--- src/hdl/modbus_rtu_slave_engine_core_macros.svh ---
// Assertion macros for the RTL of the slave engine.
`ifndef MODBUS_RTU_SLAVE_ENGINE_CORE_MACROS_SVH
`define MODBUS_RTU_SLAVE_ENGINE_CORE_MACROS_SVH
`ifndef NO_ASSERTIONS
`define MRS_ASSERT(lbl, expr) \
  lbl: assert property (@(posedge clk) disable iff (!rst_n) (expr)) \
    else $error("check failed");
`define MRS_ASSERT_NEXT(lbl, ante, cons) \
  lbl: assert property (@(posedge clk) disable iff (!rst_n) (ante) |=> (cons)) \
    else $error("check failed");
`else
`define MRS_ASSERT(lbl, expr)
`define MRS_ASSERT_NEXT(lbl, ante, cons)
`endif
`endif

--- src/hdl/mrs_pkg.sv ---
`default_nettype none
package mrs_pkg;
  typedef struct packed {
    logic [7:0] rx_byte;
    logic       frame_end;
  } in_t;

  typedef struct packed {
    logic [7:0] tx_byte;
    logic       tx_last;
  } out_t;

  localparam logic [15:0] CRC_INIT  = 16'hFFFF;
  localparam logic [15:0] CRC_POLY  = 16'hA001;
  localparam logic [7:0]  EXC_FLAG  = 8'h80;
  localparam logic [7:0]  STATUS_ON = 8'hFF;

  localparam logic [7:0] FUNC_READ  = 8'h03;
  localparam logic [7:0] FUNC_WRITE = 8'h10;
  localparam logic [7:0] FUNC_INFO  = 8'h11;

  localparam logic [2:0] CFG_SLAVE_ID   = 3'd0;
  localparam logic [2:0] CFG_INFO_BYTES = 3'd1;
  localparam logic [2:0] CFG_INFO_LEN   = 3'd2;
  localparam logic [2:0] CFG_BAD_FUNC   = 3'd3;
  localparam logic [2:0] CFG_BAD_START  = 3'd4;
  localparam logic [2:0] CFG_BAD_COUNT  = 3'd5;
  localparam logic [2:0] CFG_BAD_CHECK  = 3'd6;

  localparam logic [1:0] KIND_EXC   = 2'd0;
  localparam logic [1:0] KIND_READ  = 2'd1;
  localparam logic [1:0] KIND_WRITE = 2'd2;
  localparam logic [1:0] KIND_INFO  = 2'd3;
endpackage
`default_nettype wire

--- src/hdl/mrs_crc.sv ---
`default_nettype none
module mrs_crc (
  input  wire logic        clk,
  input  wire logic        rst_n,
  input  wire logic        init,
  input  wire logic        load,
  input  wire logic [7:0]  din,
  output logic      [15:0] crc,
  output logic             busy
);
  logic [15:0] crc_r, crc_nxt;
  logic [3:0]  cnt_r, cnt_nxt;

  always_comb begin
    crc_nxt = crc_r;
    cnt_nxt = cnt_r;
    if (init) begin
      crc_nxt = mrs_pkg::CRC_INIT;
      cnt_nxt = 4'd0;
    end else if (load) begin
      crc_nxt = crc_r ^ {8'h00, din};
      cnt_nxt = 4'd8;
    end else if (cnt_r != 4'd0) begin
      crc_nxt = (crc_r >> 1) ^ (crc_r[0] ? mrs_pkg::CRC_POLY : 16'h0000);
      cnt_nxt = cnt_r - 4'd1;
    end
  end

  always_ff @(posedge clk) begin
    if (!rst_n) begin
      crc_r <= mrs_pkg::CRC_INIT;
      cnt_r <= 4'd0;
    end else begin
      crc_r <= crc_nxt;
      cnt_r <= cnt_nxt;
    end
  end

  assign crc  = crc_r;
  assign busy = (cnt_r != 4'd0);
endmodule
`default_nettype wire

--- src/hdl/mrs_frame_buf.sv ---
`default_nettype none
module mrs_frame_buf #(
  parameter int FRAME_BYTES = 64,
  parameter int AW = 6
) (
  input  wire logic          clk,
  input  wire logic          we,
  input  wire logic [AW-1:0] waddr,
  input  wire logic [7:0]    wdata,
  input  wire logic [AW-1:0] raddr,
  output logic      [7:0]    rdata
);
  logic [7:0] mem [FRAME_BYTES];
  logic [7:0] rdata_r;

  always_ff @(posedge clk) begin
    if (we) begin
      mem[waddr] <= wdata;
    end
    rdata_r <= mem[raddr];
  end

  assign rdata = rdata_r;
endmodule
`default_nettype wire

--- src/hdl/modbus_rtu_slave_engine_core.sv ---
`default_nettype none
`include "modbus_rtu_slave_engine_core_macros.svh"
// Modbus RTU slave: from the third received byte on, each accepted byte makes the block fold the
// byte two places back into the CRC through the single bitwise CRC unit, with in_ready low until
// the fold is done. At frame end a decision state follows; a register write (function 0x10) then
// reads the high and low byte of each register through the frame buffer read port and writes it,
// and every reply body byte goes through the same CRC unit, plus any wait for the output side.
// The frame buffer needs no clearing after reset, so the block is ready as soon as reset is released.
module modbus_rtu_slave_engine_core #(
  parameter int NUM_REGS    = 16,
  parameter int FRAME_BYTES = 64
) (
  input  wire logic          clk,
  input  wire logic          rst_n,
  input  wire logic          in_valid,
  output logic               in_ready,
  input  wire mrs_pkg::in_t  in_data,
  output logic               out_valid,
  input  wire logic          out_ready,
  output mrs_pkg::out_t      out_data,
  input  wire logic          cfg_valid,
  output logic               cfg_ready,
  input  wire logic [2:0]    cfg_index,
  input  wire logic [63:0]   cfg_data
);
  localparam int FW = $clog2(FRAME_BYTES + 1);
  localparam int AW = $clog2(FRAME_BYTES);
  localparam int RW = (NUM_REGS > 1) ? $clog2(NUM_REGS) : 1;
  localparam int CW = $clog2(NUM_REGS + 1);

  localparam logic [2:0] ST_IDLE   = 3'd0;
  localparam logic [2:0] ST_SHIFT  = 3'd1;
  localparam logic [2:0] ST_DECIDE = 3'd2;
  localparam logic [2:0] ST_WRITE  = 3'd3;
  localparam logic [2:0] ST_EMIT   = 3'd4;

  logic [7:0]  slave_id_r, bad_func_r, bad_start_r, bad_count_r, bad_check_r;
  logic [63:0] info_r;
  logic [3:0]  info_len_r;

  logic [2:0]    state_r, ret_r;
  logic [FW-1:0] fill_r;
  logic          ovf_r;
  logic [7:0]    hdr_r [6];
  logic [7:0]    prev1_r, prev2_r;
  logic [1:0]    kind_r;
  logic [7:0]    code_r;
  logic [6:0]    len_r, idx_r;
  logic [CW-1:0] wi_r;
  logic [1:0]    ph_r;
  logic [7:0]    hi_r;
  logic [15:0]   regs_r [NUM_REGS];
  logic          out_valid_r;
  mrs_pkg::out_t out_r;

  logic        crc_init, crc_load, crc_busy;
  logic [7:0]  crc_din;
  logic [15:0] crc;
  logic        mem_we;
  logic [AW-1:0] mem_raddr;
  logic [7:0]  mem_rdata;

  logic        in_acc, cfg_acc, store_ok;
  logic [15:0] start_w, count_w;
  logic [3:0]  info_eff;
  logic [7:0]  body_byte;
  logic [6:0]  rk, ik;
  logic [RW-1:0] rd_idx, wr_idx;

  assign in_ready  = (state_r == ST_IDLE);
  assign cfg_ready = 1'b1;
  assign in_acc    = in_valid && in_ready;
  assign cfg_acc   = cfg_valid && cfg_ready;
  assign store_ok  = (fill_r < FW'(FRAME_BYTES));
  assign mem_we    = in_acc && store_ok;
  assign start_w   = {hdr_r[2], hdr_r[3]};
  assign count_w   = {hdr_r[4], hdr_r[5]};
  assign info_eff  = (info_len_r > 4'd8) ? 4'd8 : info_len_r;
  assign mem_raddr = AW'(32'd7 + 32'(wi_r) * 32'd2 + 32'(ph_r[0]));
  assign rk        = idx_r - 7'd3;
  assign ik        = idx_r - 7'd5;
  assign rd_idx    = start_w[RW-1:0] + RW'(rk[6:1]);
  assign wr_idx    = start_w[RW-1:0] + RW'(wi_r);

  mrs_frame_buf #(.FRAME_BYTES(FRAME_BYTES), .AW(AW)) u_buf (
    .clk(clk), .we(mem_we), .waddr(fill_r[AW-1:0]), .wdata(in_data.rx_byte),
    .raddr(mem_raddr), .rdata(mem_rdata)
  );

  mrs_crc u_crc (
    .clk(clk), .rst_n(rst_n), .init(crc_init), .load(crc_load), .din(crc_din),
    .crc(crc), .busy(crc_busy)
  );

  // Reply body byte at the current index.
  always_comb begin
    body_byte = slave_id_r;
    unique case (kind_r)
      mrs_pkg::KIND_EXC: begin
        if (idx_r == 7'd1) body_byte = hdr_r[1] | mrs_pkg::EXC_FLAG;
        else if (idx_r == 7'd2) body_byte = code_r;
      end
      mrs_pkg::KIND_READ: begin
        if (idx_r == 7'd1) body_byte = hdr_r[1];
        else if (idx_r == 7'd2) body_byte = {count_w[6:0], 1'b0};
        else if (idx_r >= 7'd3) begin
          body_byte = rk[0] ? regs_r[rd_idx][7:0] : regs_r[rd_idx][15:8];
        end
      end
      mrs_pkg::KIND_WRITE: begin
        if (idx_r == 7'd1) body_byte = hdr_r[1];
        else if (idx_r == 7'd2) body_byte = hdr_r[2];
        else if (idx_r == 7'd3) body_byte = hdr_r[3];
        else if (idx_r == 7'd4) body_byte = hdr_r[4];
        else if (idx_r == 7'd5) body_byte = hdr_r[5];
      end
      mrs_pkg::KIND_INFO: begin
        if (idx_r == 7'd1) body_byte = hdr_r[1];
        else if (idx_r == 7'd2) body_byte = 8'd2 + 8'(info_eff);
        else if (idx_r == 7'd4) body_byte = mrs_pkg::STATUS_ON;
        else if (idx_r >= 7'd5) body_byte = info_r[(6'd56 - {ik[2:0], 3'b000}) +: 8];
      end
      default: body_byte = slave_id_r;
    endcase
  end

  always_comb begin
    crc_init = 1'b0;
    crc_load = 1'b0;
    crc_din  = prev2_r;
    if (state_r == ST_IDLE) begin
      crc_load = mem_we && (fill_r >= FW'(2));
    end else if (state_r == ST_DECIDE) begin
      crc_init = 1'b1;
    end else if (state_r == ST_EMIT && !out_valid_r) begin
      if (idx_r < len_r) begin
        crc_load = 1'b1;
        crc_din  = body_byte;
      end else if (idx_r != len_r) begin
        crc_init = 1'b1;
      end
    end
  end

  always_ff @(posedge clk) begin
    if (!rst_n) begin
      slave_id_r  <= 8'd1;
      info_r      <= 64'd0;
      info_len_r  <= 4'd0;
      bad_func_r  <= 8'd1;
      bad_start_r <= 8'd2;
      bad_count_r <= 8'd3;
      bad_check_r <= 8'd4;
    end else if (cfg_acc) begin
      unique case (cfg_index)
        mrs_pkg::CFG_SLAVE_ID:   slave_id_r  <= cfg_data[7:0];
        mrs_pkg::CFG_INFO_BYTES: info_r      <= cfg_data;
        mrs_pkg::CFG_INFO_LEN:   info_len_r  <= cfg_data[3:0];
        mrs_pkg::CFG_BAD_FUNC:   bad_func_r  <= cfg_data[7:0];
        mrs_pkg::CFG_BAD_START:  bad_start_r <= cfg_data[7:0];
        mrs_pkg::CFG_BAD_COUNT:  bad_count_r <= cfg_data[7:0];
        mrs_pkg::CFG_BAD_CHECK:  bad_check_r <= cfg_data[7:0];
        default: ;
      endcase
    end
  end

  always_ff @(posedge clk) begin
    if (!rst_n) begin
      state_r     <= ST_IDLE;
      ret_r       <= ST_IDLE;
      fill_r      <= '0;
      ovf_r       <= 1'b0;
      out_valid_r <= 1'b0;
      idx_r       <= '0;
      len_r       <= '0;
      wi_r        <= '0;
      ph_r        <= '0;
      kind_r      <= mrs_pkg::KIND_EXC;
      for (int i = 0; i < NUM_REGS; i++) begin
        regs_r[i] <= 16'h0000;
      end
    end else begin
      if (out_valid_r && out_ready) begin
        out_valid_r <= 1'b0;
      end
      unique case (state_r)
        ST_IDLE: begin
          if (in_acc) begin
            if (store_ok) begin
              fill_r  <= fill_r + FW'(1);
              prev1_r <= in_data.rx_byte;
              prev2_r <= prev1_r;
              if (fill_r < FW'(6)) begin
                hdr_r[fill_r[2:0]] <= in_data.rx_byte;
              end
            end else begin
              ovf_r <= 1'b1;
            end
            if (crc_load) begin
              state_r <= ST_SHIFT;
              ret_r   <= in_data.frame_end ? ST_DECIDE : ST_IDLE;
            end else if (in_data.frame_end) begin
              state_r <= ST_DECIDE;
            end
          end
        end
        ST_SHIFT: begin
          if (!crc_busy) begin
            state_r <= ret_r;
          end
        end
        ST_DECIDE: begin
          fill_r <= '0;
          ovf_r  <= 1'b0;
          idx_r  <= '0;
          wi_r   <= '0;
          ph_r   <= '0;
          // Priority follows the order of the protocol checks.
          priority if (ovf_r || fill_r < FW'(4) || hdr_r[0] != slave_id_r) begin
            state_r <= ST_IDLE;
          end else if (crc != {prev1_r, prev2_r}) begin
            state_r <= ST_EMIT;
            kind_r  <= mrs_pkg::KIND_EXC;
            len_r   <= 7'd3;
            code_r  <= bad_check_r;
          end else if (hdr_r[1] == mrs_pkg::FUNC_READ || hdr_r[1] == mrs_pkg::FUNC_WRITE) begin
            priority if (fill_r < FW'(8)) begin
              state_r <= ST_IDLE;
            end else if (start_w >= 16'(NUM_REGS)) begin
              state_r <= ST_EMIT;
              kind_r  <= mrs_pkg::KIND_EXC;
              len_r   <= 7'd3;
              code_r  <= bad_start_r;
            end else if (17'(start_w) + 17'(count_w) > 17'(NUM_REGS)) begin
              state_r <= ST_EMIT;
              kind_r  <= mrs_pkg::KIND_EXC;
              len_r   <= 7'd3;
              code_r  <= bad_count_r;
            end else if (hdr_r[1] == mrs_pkg::FUNC_READ) begin
              state_r <= ST_EMIT;
              kind_r  <= mrs_pkg::KIND_READ;
              len_r   <= 7'd3 + {count_w[5:0], 1'b0};
            end else if (17'(fill_r) < {count_w, 1'b0} + 17'd9) begin
              state_r <= ST_IDLE;
            end else begin
              kind_r  <= mrs_pkg::KIND_WRITE;
              len_r   <= 7'd6;
              state_r <= ST_WRITE;
            end
          end else if (hdr_r[1] == mrs_pkg::FUNC_INFO) begin
            state_r <= ST_EMIT;
            kind_r  <= mrs_pkg::KIND_INFO;
            len_r   <= 7'd5 + 7'(info_eff);
          end else begin
            state_r <= ST_EMIT;
            kind_r  <= mrs_pkg::KIND_EXC;
            len_r   <= 7'd3;
            code_r  <= bad_func_r;
          end
        end
        ST_WRITE: begin
          // Each register: read high byte, read low byte, then write.
          if (wi_r == count_w[CW-1:0]) begin
            state_r <= ST_EMIT;
          end else if (ph_r == 2'd0) begin
            ph_r <= 2'd1;
          end else if (ph_r == 2'd1) begin
            hi_r <= mem_rdata;
            ph_r <= 2'd2;
          end else begin
            regs_r[wr_idx] <= {hi_r, mem_rdata};
            wi_r <= wi_r + CW'(1);
            ph_r <= 2'd0;
          end
        end
        ST_EMIT: begin
          if (!out_valid_r) begin
            out_valid_r <= 1'b1;
            idx_r       <= idx_r + 7'd1;
            if (idx_r < len_r) begin
              out_r   <= '{tx_byte: body_byte, tx_last: 1'b0};
              state_r <= ST_SHIFT;
              ret_r   <= ST_EMIT;
            end else if (idx_r == len_r) begin
              out_r <= '{tx_byte: crc[7:0], tx_last: 1'b0};
            end else begin
              out_r   <= '{tx_byte: crc[15:8], tx_last: 1'b1};
              state_r <= ST_IDLE;
            end
          end
        end
        default: state_r <= ST_IDLE;
      endcase
    end
  end

  assign out_valid = out_valid_r;
  assign out_data  = out_r;

  `MRS_ASSERT(a_fill_bound, fill_r <= FW'(FRAME_BYTES))
  `MRS_ASSERT_NEXT(a_end_leaves_idle, in_acc && in_data.frame_end, state_r != ST_IDLE)
  `MRS_ASSERT(a_idle_crc_quiet, !(in_ready && crc_busy))
endmodule
`default_nettype wire
--- config.mk ---
export PLATFORM = sky130hd
export DESIGN_NAME = modbus_rtu_slave_engine_core
export DESIGN_NICKNAME = d
export VERILOG_FILES = /design/src/hdl/mrs_pkg.sv /design/src/hdl/mrs_crc.sv /design/src/hdl/mrs_frame_buf.sv /design/src/hdl/modbus_rtu_slave_engine_core.sv
export VERILOG_INCLUDE_DIRS = /design/src /design/src/hdl
export SDC_FILE = /design/constraint.sdc
export NUM_CORES = 2
export LEC_CHECK = 0
export ABC_AREA = 1
export BUFFER_PORTS_ARGS = -buffer_cell sky130_fd_sc_hd__buf_4
export CELL_PAD_IN_SITES_DETAIL_PLACEMENT = 0
export CELL_PAD_IN_SITES_GLOBAL_PLACEMENT = 1
export CORE_ASPECT_RATIO = 0.5
export CORE_MARGIN = 1
export CORE_UTILIZATION = 50
export CTS_CLUSTER_DIAMETER = 150
export DETAILED_ROUTE_END_ITERATION = 10
export PLACE_DENSITY_LB_ADDON = 0.2
export RECOVER_POWER = 50
export SYNTH_ARGS = -nofsm -noshare
export SYNTH_HDL_FRONTEND = slang
export SYNTH_SLANG_ARGS = --single-unit
--- constraint.sdc ---
create_clock -name clk -period 5.68 [get_ports clk]
set_input_delay 0.284 -clock clk [delete_from_list [all_inputs] [get_ports clk]]
set_output_delay 0.284 -clock clk [all_outputs]
set_load 0.02 [all_outputs]
* Yosys cells after proc, flatten, opt, wreduce, memory -nomap -nowiden
Memories as Yosys holds them, arrays and structs flattened. A register that Yosys moved wholly into a read port is not among the register bits.
Cells that the tools add are included.
** Cells by class
- Add/subtract/negate cells :: 16
- $mul :: 0
- Div/mod/pow operators :: 0
- Order comparisons :: 12
- Equality and inequality tests :: 44
- Shifts and indexed selects :: 1
- Multiplexer cells :: 119
- Bitwise logic cells :: 7
- Reductions and logical operators :: 41
** Operators with widths (count)
- 8-bit 2-to-1 mux :: 25
- 7-bit 2-to-1 mux :: 10
- 16-bit 2-to-1 mux :: 4
- 64-bit by 7-bit indexed part select with 8-bit output :: 1
- 3-bit 2-to-1 mux :: 19
- 8-bit case mux with 4 select lines :: 1
- 1-bit 2-to-1 mux :: 30
- 7-bit case mux with 2 select lines :: 2
- 2-bit 2-to-1 mux :: 13
- 5-bit 2-to-1 mux :: 4
- 9-bit 2-to-1 mux :: 2
- 2-bit AND reduction :: 9
- 16-bit by 16-bit adder with 17-bit output :: 1
- 17-bit by 4-bit adder with 17-bit output (second input constant) :: 1
- 17-bit by 5-bit greater-than comparator with 1-bit output (second input constant) :: 1
- 7-bit by 17-bit < comparator with 1-bit output :: 1
- 8-bit by 5-bit equality test with 1-bit output (second input constant) :: 2
- 16-bit by 5-bit >= comparator with 1-bit output (second input constant) :: 1
- 4-bit 2-to-1 mux :: 4
- 16-bit inequality test :: 1
- 16-bit OR reduction :: 1
- 15-bit by 16-bit bitwise XOR with 16-bit output :: 1
- 16-bit by 8-bit bitwise XOR with 16-bit output :: 1
- 3-bit case mux with 5 select lines :: 1
- 56 further kinds :: 104
** Word-level totals
- Register bits :: 207
- Bits in latches :: 0
- RAM bits :: 816
- Bits in read-only memories :: 0
- Input port bits :: 81
- Logic and storage cells :: 269
- Memories :: 3
** Memories
- u_buf.mem :: depth 64, bits a word 8, rd ports 1, clocked after Yosys merged registers in 1, wr ports 1, RTL line mrs_frame_buf.sv:13 : logic [7:0] mem [FRAME_BYTES];
- regs_r :: depth 16, bits a word 16, rd ports 1, clocked after Yosys merged registers in 0, wr ports 16, RTL line modbus_rtu_slave_engine_core.sv:52 : logic [15:0] regs_r [NUM_REGS];
- hdr_r :: depth 6, bits a word 8, rd ports 6, clocked after Yosys merged registers in 0, wr ports 1, RTL line modbus_rtu_slave_engine_core.sv:44 : logic [7:0] hdr_r [6];

* Logic depth before layout (Yosys ltp)
- Word-level depth :: 14
- Depth in mapped cells :: 30
- Mapped depth without buffers :: 26

* By module
From an unflattened synthesis, not the netlist that was laid out.
** Unflattened totals
- Cell total of the unflattened synthesis :: 4857
- Area total of the unflattened synthesis :: 47224.0 sq um
** Modules (own cells, without submodules)
- modbus_rtu_slave_engine_core :: times used 1, cells each 2905, area an instance 24851.3 sq um, seq. area each 13262.7 sq um
- mrs_frame_buf :: times used 1, cells each 1822, area an instance 21291.7 sq um, seq. area each 15534.9 sq um
- mrs_crc :: times used 1, cells each 130, area an instance 1081.0 sq um, seq. area each 400.4 sq um

* Worst setup path after synthesis
OpenSTA, ideal clock, no wires.
- Kind :: register to register
- Start point :: reg idx_r[0]
- End point :: reg out_r (netlist bit out_data[6]) (data pin)
- Setup time :: 256 ps
- Arrival :: 3543 ps
- Required time :: 5424 ps
- Path slack :: 1880 ps
- Stages on the path, launching flop included :: 21
- Buffers on the path :: 5
- Cell sequence :: dfxtp_1 buf_2 inv_1 buf_2 clkbuf_1 ha_1 ha_1 fa_1 inv_2 buf_2 clkbuf_1 nand3_1 a21oi_1 o21ai_0 nand2_1 nand2_1 nand3_1 nand3_1 nand2_1 nand2_1 a22o_1
** Between the ends
- Longest elaborated chain between the ends :: 9
- Elaborated cells on any way between the ends :: 33
** Ends and longest elaborated chain
- start, declared :: RTL line modbus_rtu_slave_engine_core.sv:48 : logic [6:0] len_r, idx_r;
- start signal, assigned :: RTL line modbus_rtu_slave_engine_core.sv:280 : idx_r <= idx_r + 7'd1;
- 3-bit subtractor or 5-bit by 2-bit subtractor with 5-bit output (tied branches) :: RTL line modbus_rtu_slave_engine_core.sv:81, modbus_rtu_slave_engine_core.sv:80
- 6-bit subtractor or 4-bit adder (tied branches) :: RTL line modbus_rtu_slave_engine_core.sv:121, modbus_rtu_slave_engine_core.sv:82
- 64-bit by 7-bit indexed part select with 8-bit output or memory 16 x 16 bit (tied branches)
- 8-bit 2-to-1 mux (on tied branches) :: RTL line modbus_rtu_slave_engine_core.sv:121, modbus_rtu_slave_engine_core.sv:107
- 8-bit 2-to-1 mux (on tied branches) :: RTL line modbus_rtu_slave_engine_core.sv:120, modbus_rtu_slave_engine_core.sv:106
- 8-bit 2-to-1 mux (on tied branches) :: RTL line modbus_rtu_slave_engine_core.sv:119, modbus_rtu_slave_engine_core.sv:105
- 8-bit 2-to-1 mux (on tied branches) :: RTL line modbus_rtu_slave_engine_core.sv:118, modbus_rtu_slave_engine_core.sv:104
- 8-bit case mux with 4 select lines :: RTL line modbus_rtu_slave_engine_core.sv:98 : unique case (kind_r)
- 9-bit 2-to-1 mux * :: RTL line modbus_rtu_slave_engine_core.sv:281 : if (idx_r < len_r) begin
- end signal, assigned :: RTL line modbus_rtu_slave_engine_core.sv:282 : out_r <= '{tx_byte: body_byte, tx_last: 1'b0};
- end signal, assigned :: RTL line modbus_rtu_slave_engine_core.sv:286 : out_r <= '{tx_byte: crc[7:0], tx_last: 1'b0};
- end signal, assigned :: RTL line modbus_rtu_slave_engine_core.sv:288 : out_r <= '{tx_byte: crc[15:8], tx_last: 1'b1};
- end, declared :: RTL line modbus_rtu_slave_engine_core.sv:54 : mrs_pkg::out_t out_r;
Mark *: on every way between the ends. The rest lies on a longest branch, timed or not.
A chain may end at the register's enable or synchronous reset.

==> impl_metrics.csv <==
group,metric,value,unit
outcome,status,"complete, but fails checks",
outcome,violations,"max-capacitance violations, max-slew violations",
critical_path,critical_path_buf_inv_count,3,
pwr,powerDensity,360,nW/um^2
timing,skew,25.3,ps
pwr,total_power,18.5,mW
critical_path,crit_required,6010,ps
detailed_routing,dr.pass1.iters,5,
pwr,leakage,18.7,nW
timing,rsz0062_at_grt,"false",
worst_hold_path,hold-path-cell-count,5,
logic_synthesis,yosysTopAreaCellShare,55.9,%
clock_tree,clk_path_buf_depth,3,
logic_synthesis,ys_seq_area_share,63.5,%
global_routing,grt_pass1_vias,32400,
floorplanning,ios,93,
floorplanning,die_x,431,um
critical_path,start_kind,"input port",
logic_synthesis,ys_types,61,
critical_path,r2r_slack,1240,ps
logic_synthesis,netlist_area,46000,sq um
clock_tree,cts_tree,"done",
final_layout,drive_above_1_share,6.68,%
clock_tree,cts_made_buffers,92,
placed_design,gp_congestion,0.970,
final_layout,antenna_cells,0,
logic_synthesis,synth-edff-count,857,
clock_tree,clkTransAtPathRegs,70,ps
detailed_routing,antenna_left,0,
timing,finalCritPeriodShare,84.9,%
logic_synthesis,syn_inst,4489,
final_layout,layout_common_cells,"nor2_1 (914), edfxtp_1 (857), nand2_1 (747)",
detailed_routing,drt_iter0_drc,4107,
worst_hold_path,hold_class,"input port to flop",
timing,hold_viol_final,0,
floorplanning,die_h,217,um
placed_design,port_buffers,91,
critical_path,reg2reg_from,"wi_r[1]",
global_routing,grt_first_pass_wirelength,202,mm
final_layout,stdcell_count,5864,
timing,report.final.slew_viol_count,606,
global_routing,antenna_found_initial,0,
job,cap_violations,10,
critical_path,worst_path_largest_cell_delay,1220,ps
critical_path,path_cells,"dlygate4sd3_1, clkbuf_1, nand3_1, nor3_1, nand2_1, clkbuf_1, nand2_1",
critical_path,critical_path_class,"input port to flop",
global_routing,overflow,0,
clock_tree,cts_max_level,3,
logic_synthesis,synth_flop_cell,"edfxtp_1",
floorplanning,coreArea,90900,sq um
timing,tns,0,ps
final_layout,fin_util,56.5,%
global_routing,grt_max_degree,178,
critical_path,cp_max_fo,22,
critical_path,cp_slowest_cell,"clkbuf_1",
clock_tree,ctsRootBufferMaster,"clkbuf_16",
worst_hold_path,hp-start,"cfg_index[0]",
detailed_routing,post-route-drc-count,0,
critical_path,critical_path.top_delay_family,"simple AND/OR/NAND/NOR gates",
logic_synthesis,yosysTopAreaCell,"edfxtp_1",
timing,fmax,0.207,GHz
critical_path,reg2reg_depth,9,
clock_tree,clock_sinks,1030,
logic_synthesis,ys_warn_count,0,
critical_path,worst_ep_arrival_time,5150,ps
timing,fin_crit,4820,ps
detailed_routing,via_per_inst,5.79,
critical_path,r2r-end,"regs_r[8][7]",
clock_tree,ctsResizeCount,0,
placed_design,place_inst,5622,
detailed_routing,vias,34000,
final_layout,num-fill-cells,7782,
logic_synthesis,post_synth_main_area_contributors,"edfxtp_1 (56%), dfxtp_1 (7.5%), nor2_1 (7.5%)",
pwr,peakVddDrop,0.000235,V
timing,tightest_slew,3960,ps
floorplanning,dieArea,93300,sq um
worst_hold_path,min_to,"slave_id_r[0]",
detailed_routing,post_drt_wl_per_cell,22.8,um
logic_synthesis,syn_nets,4625,
global_routing,grtUsageTotal,28.6,%
final_layout,layout.nets,4680,
floorplanning,row_count,78,
critical_path,critPathLaunch,"rst_n",
timing,setup_viol,0,
placed_design,dp_hpwl,84.4,mm
logic_synthesis,synth_seq_cells,1030,
logic_synthesis,synthArstFlopShare,0,%
floorplanning,start_util,50.6,%
detailed_routing,drt_wl_total,134,mm
clock_tree,worst_skew_pair.late_latency,710,ps
timing,max_slew_margin,-164,%
final_layout,final_common_cell,"nor2_1",
logic_synthesis,postSynthAreaPerCell,10.3,sq um
final_layout,syn_to_final_growth,11.5,%
critical_path,critPathCaptureType,"flop",
-- stage by stage --
stage	hold WS, ps	setup WS, ps	cell area [sq um]
after floorplan	383	1880	46000
after CTS	6.86	1380	51500
after detailed placement	451	1390	47700
final	48.9	856	51300
after global routing	90.2	651	51300
after global placement	439	1340	47700
-- where the power goes --
group,internal (mW),switching [mW]
Combinational,0.941,2.40
Clock,3.52,2.95
Sequential,8.41,0.229
-- state kept, by name, indices dropped and copies added (netlist names), 9 cells and up --
name	flops
u_crc.crc	16
hdr_r	48
info_r	64
out_data	9
regs_r	256
u_buf.mem	512
-- how the worst max path moves through the flow --
stage                         endpoint  slack [ps]  cells after the start
after detailed placement  u_crc.crc[6]        1390                     25
after global placement    u_crc.crc[6]        1340                     25
after global routing      regs_r[8][3]         650                      7
final                     regs_r[8][7]         860                      7
after CTS                 u_crc.crc[6]        1380                     25
after floorplan            out_data[6]        1880                     20
-- what timing repair did --
| item | in CTS | in global routing |
|---|---|---|
| hold buffers | 68 | 0 |
| hold endpoints to repair | 111 | 0 |
| buffers inserted | 0 | 0 |
-- tightest hold or removal path, cell delays in order --
cell and delay (ps):
buf_4 90, nor2_1 40, inv_1 60, nor2_1 80
o211ai_1 150
-- cell usage after synthesis (20+ instances only) --
library cell and count:
nor2_1 916, edfxtp_1 857, nand2_1 747, o21ai_0 342, nand3_1 331, inv_1 189, dfxtp_1 173, clkbuf_1 159
a21oi_1 129, o221ai_1 86, mux2i_1 82, o211ai_1 59, ha_1 52, o32ai_1 46, buf_2 43, buf_1 36
xnor2_1 28, nor3_1 23, xor2_1 20
-- cell type report --
cell class                 count  area (sq um)  share of cell area (%)
clock inverter                51           527                    1.03
clock buffer                 123          2550                    4.98
sequential                  1030         29200                    56.9
timing repair buffer         208          1630                    3.17
tap                         1240          1550                    3.02
inverter                     207           785                    1.53
multi-input combinational   3005         15100                    29.3
-- logic make-up after synthesis --
kind of cell | synth area share, %
adders and majority gates | 1.54
muxes | 1.78
xor gates and xnor gates | 0.949
buffers and inverters | 3.93
and+or+nand+nor | 18.6
DFF | 63.5
AOI/OAI and AO/OA | 9.68
other | 0.00815
-- per-layer routing --
metal / global-route usage (%) / wire length, um / up-vias
met3: 3.67 / 9420 / 196
li1: - / - / 15800
met5: 0 / 0 / -
met1: 41.8 / 59800 / 16700
met2: 44.7 / 61200 / 1285
met4: 8.48 / 3380 / 0
No activity file was read; power rests on OpenSTA's default activity.
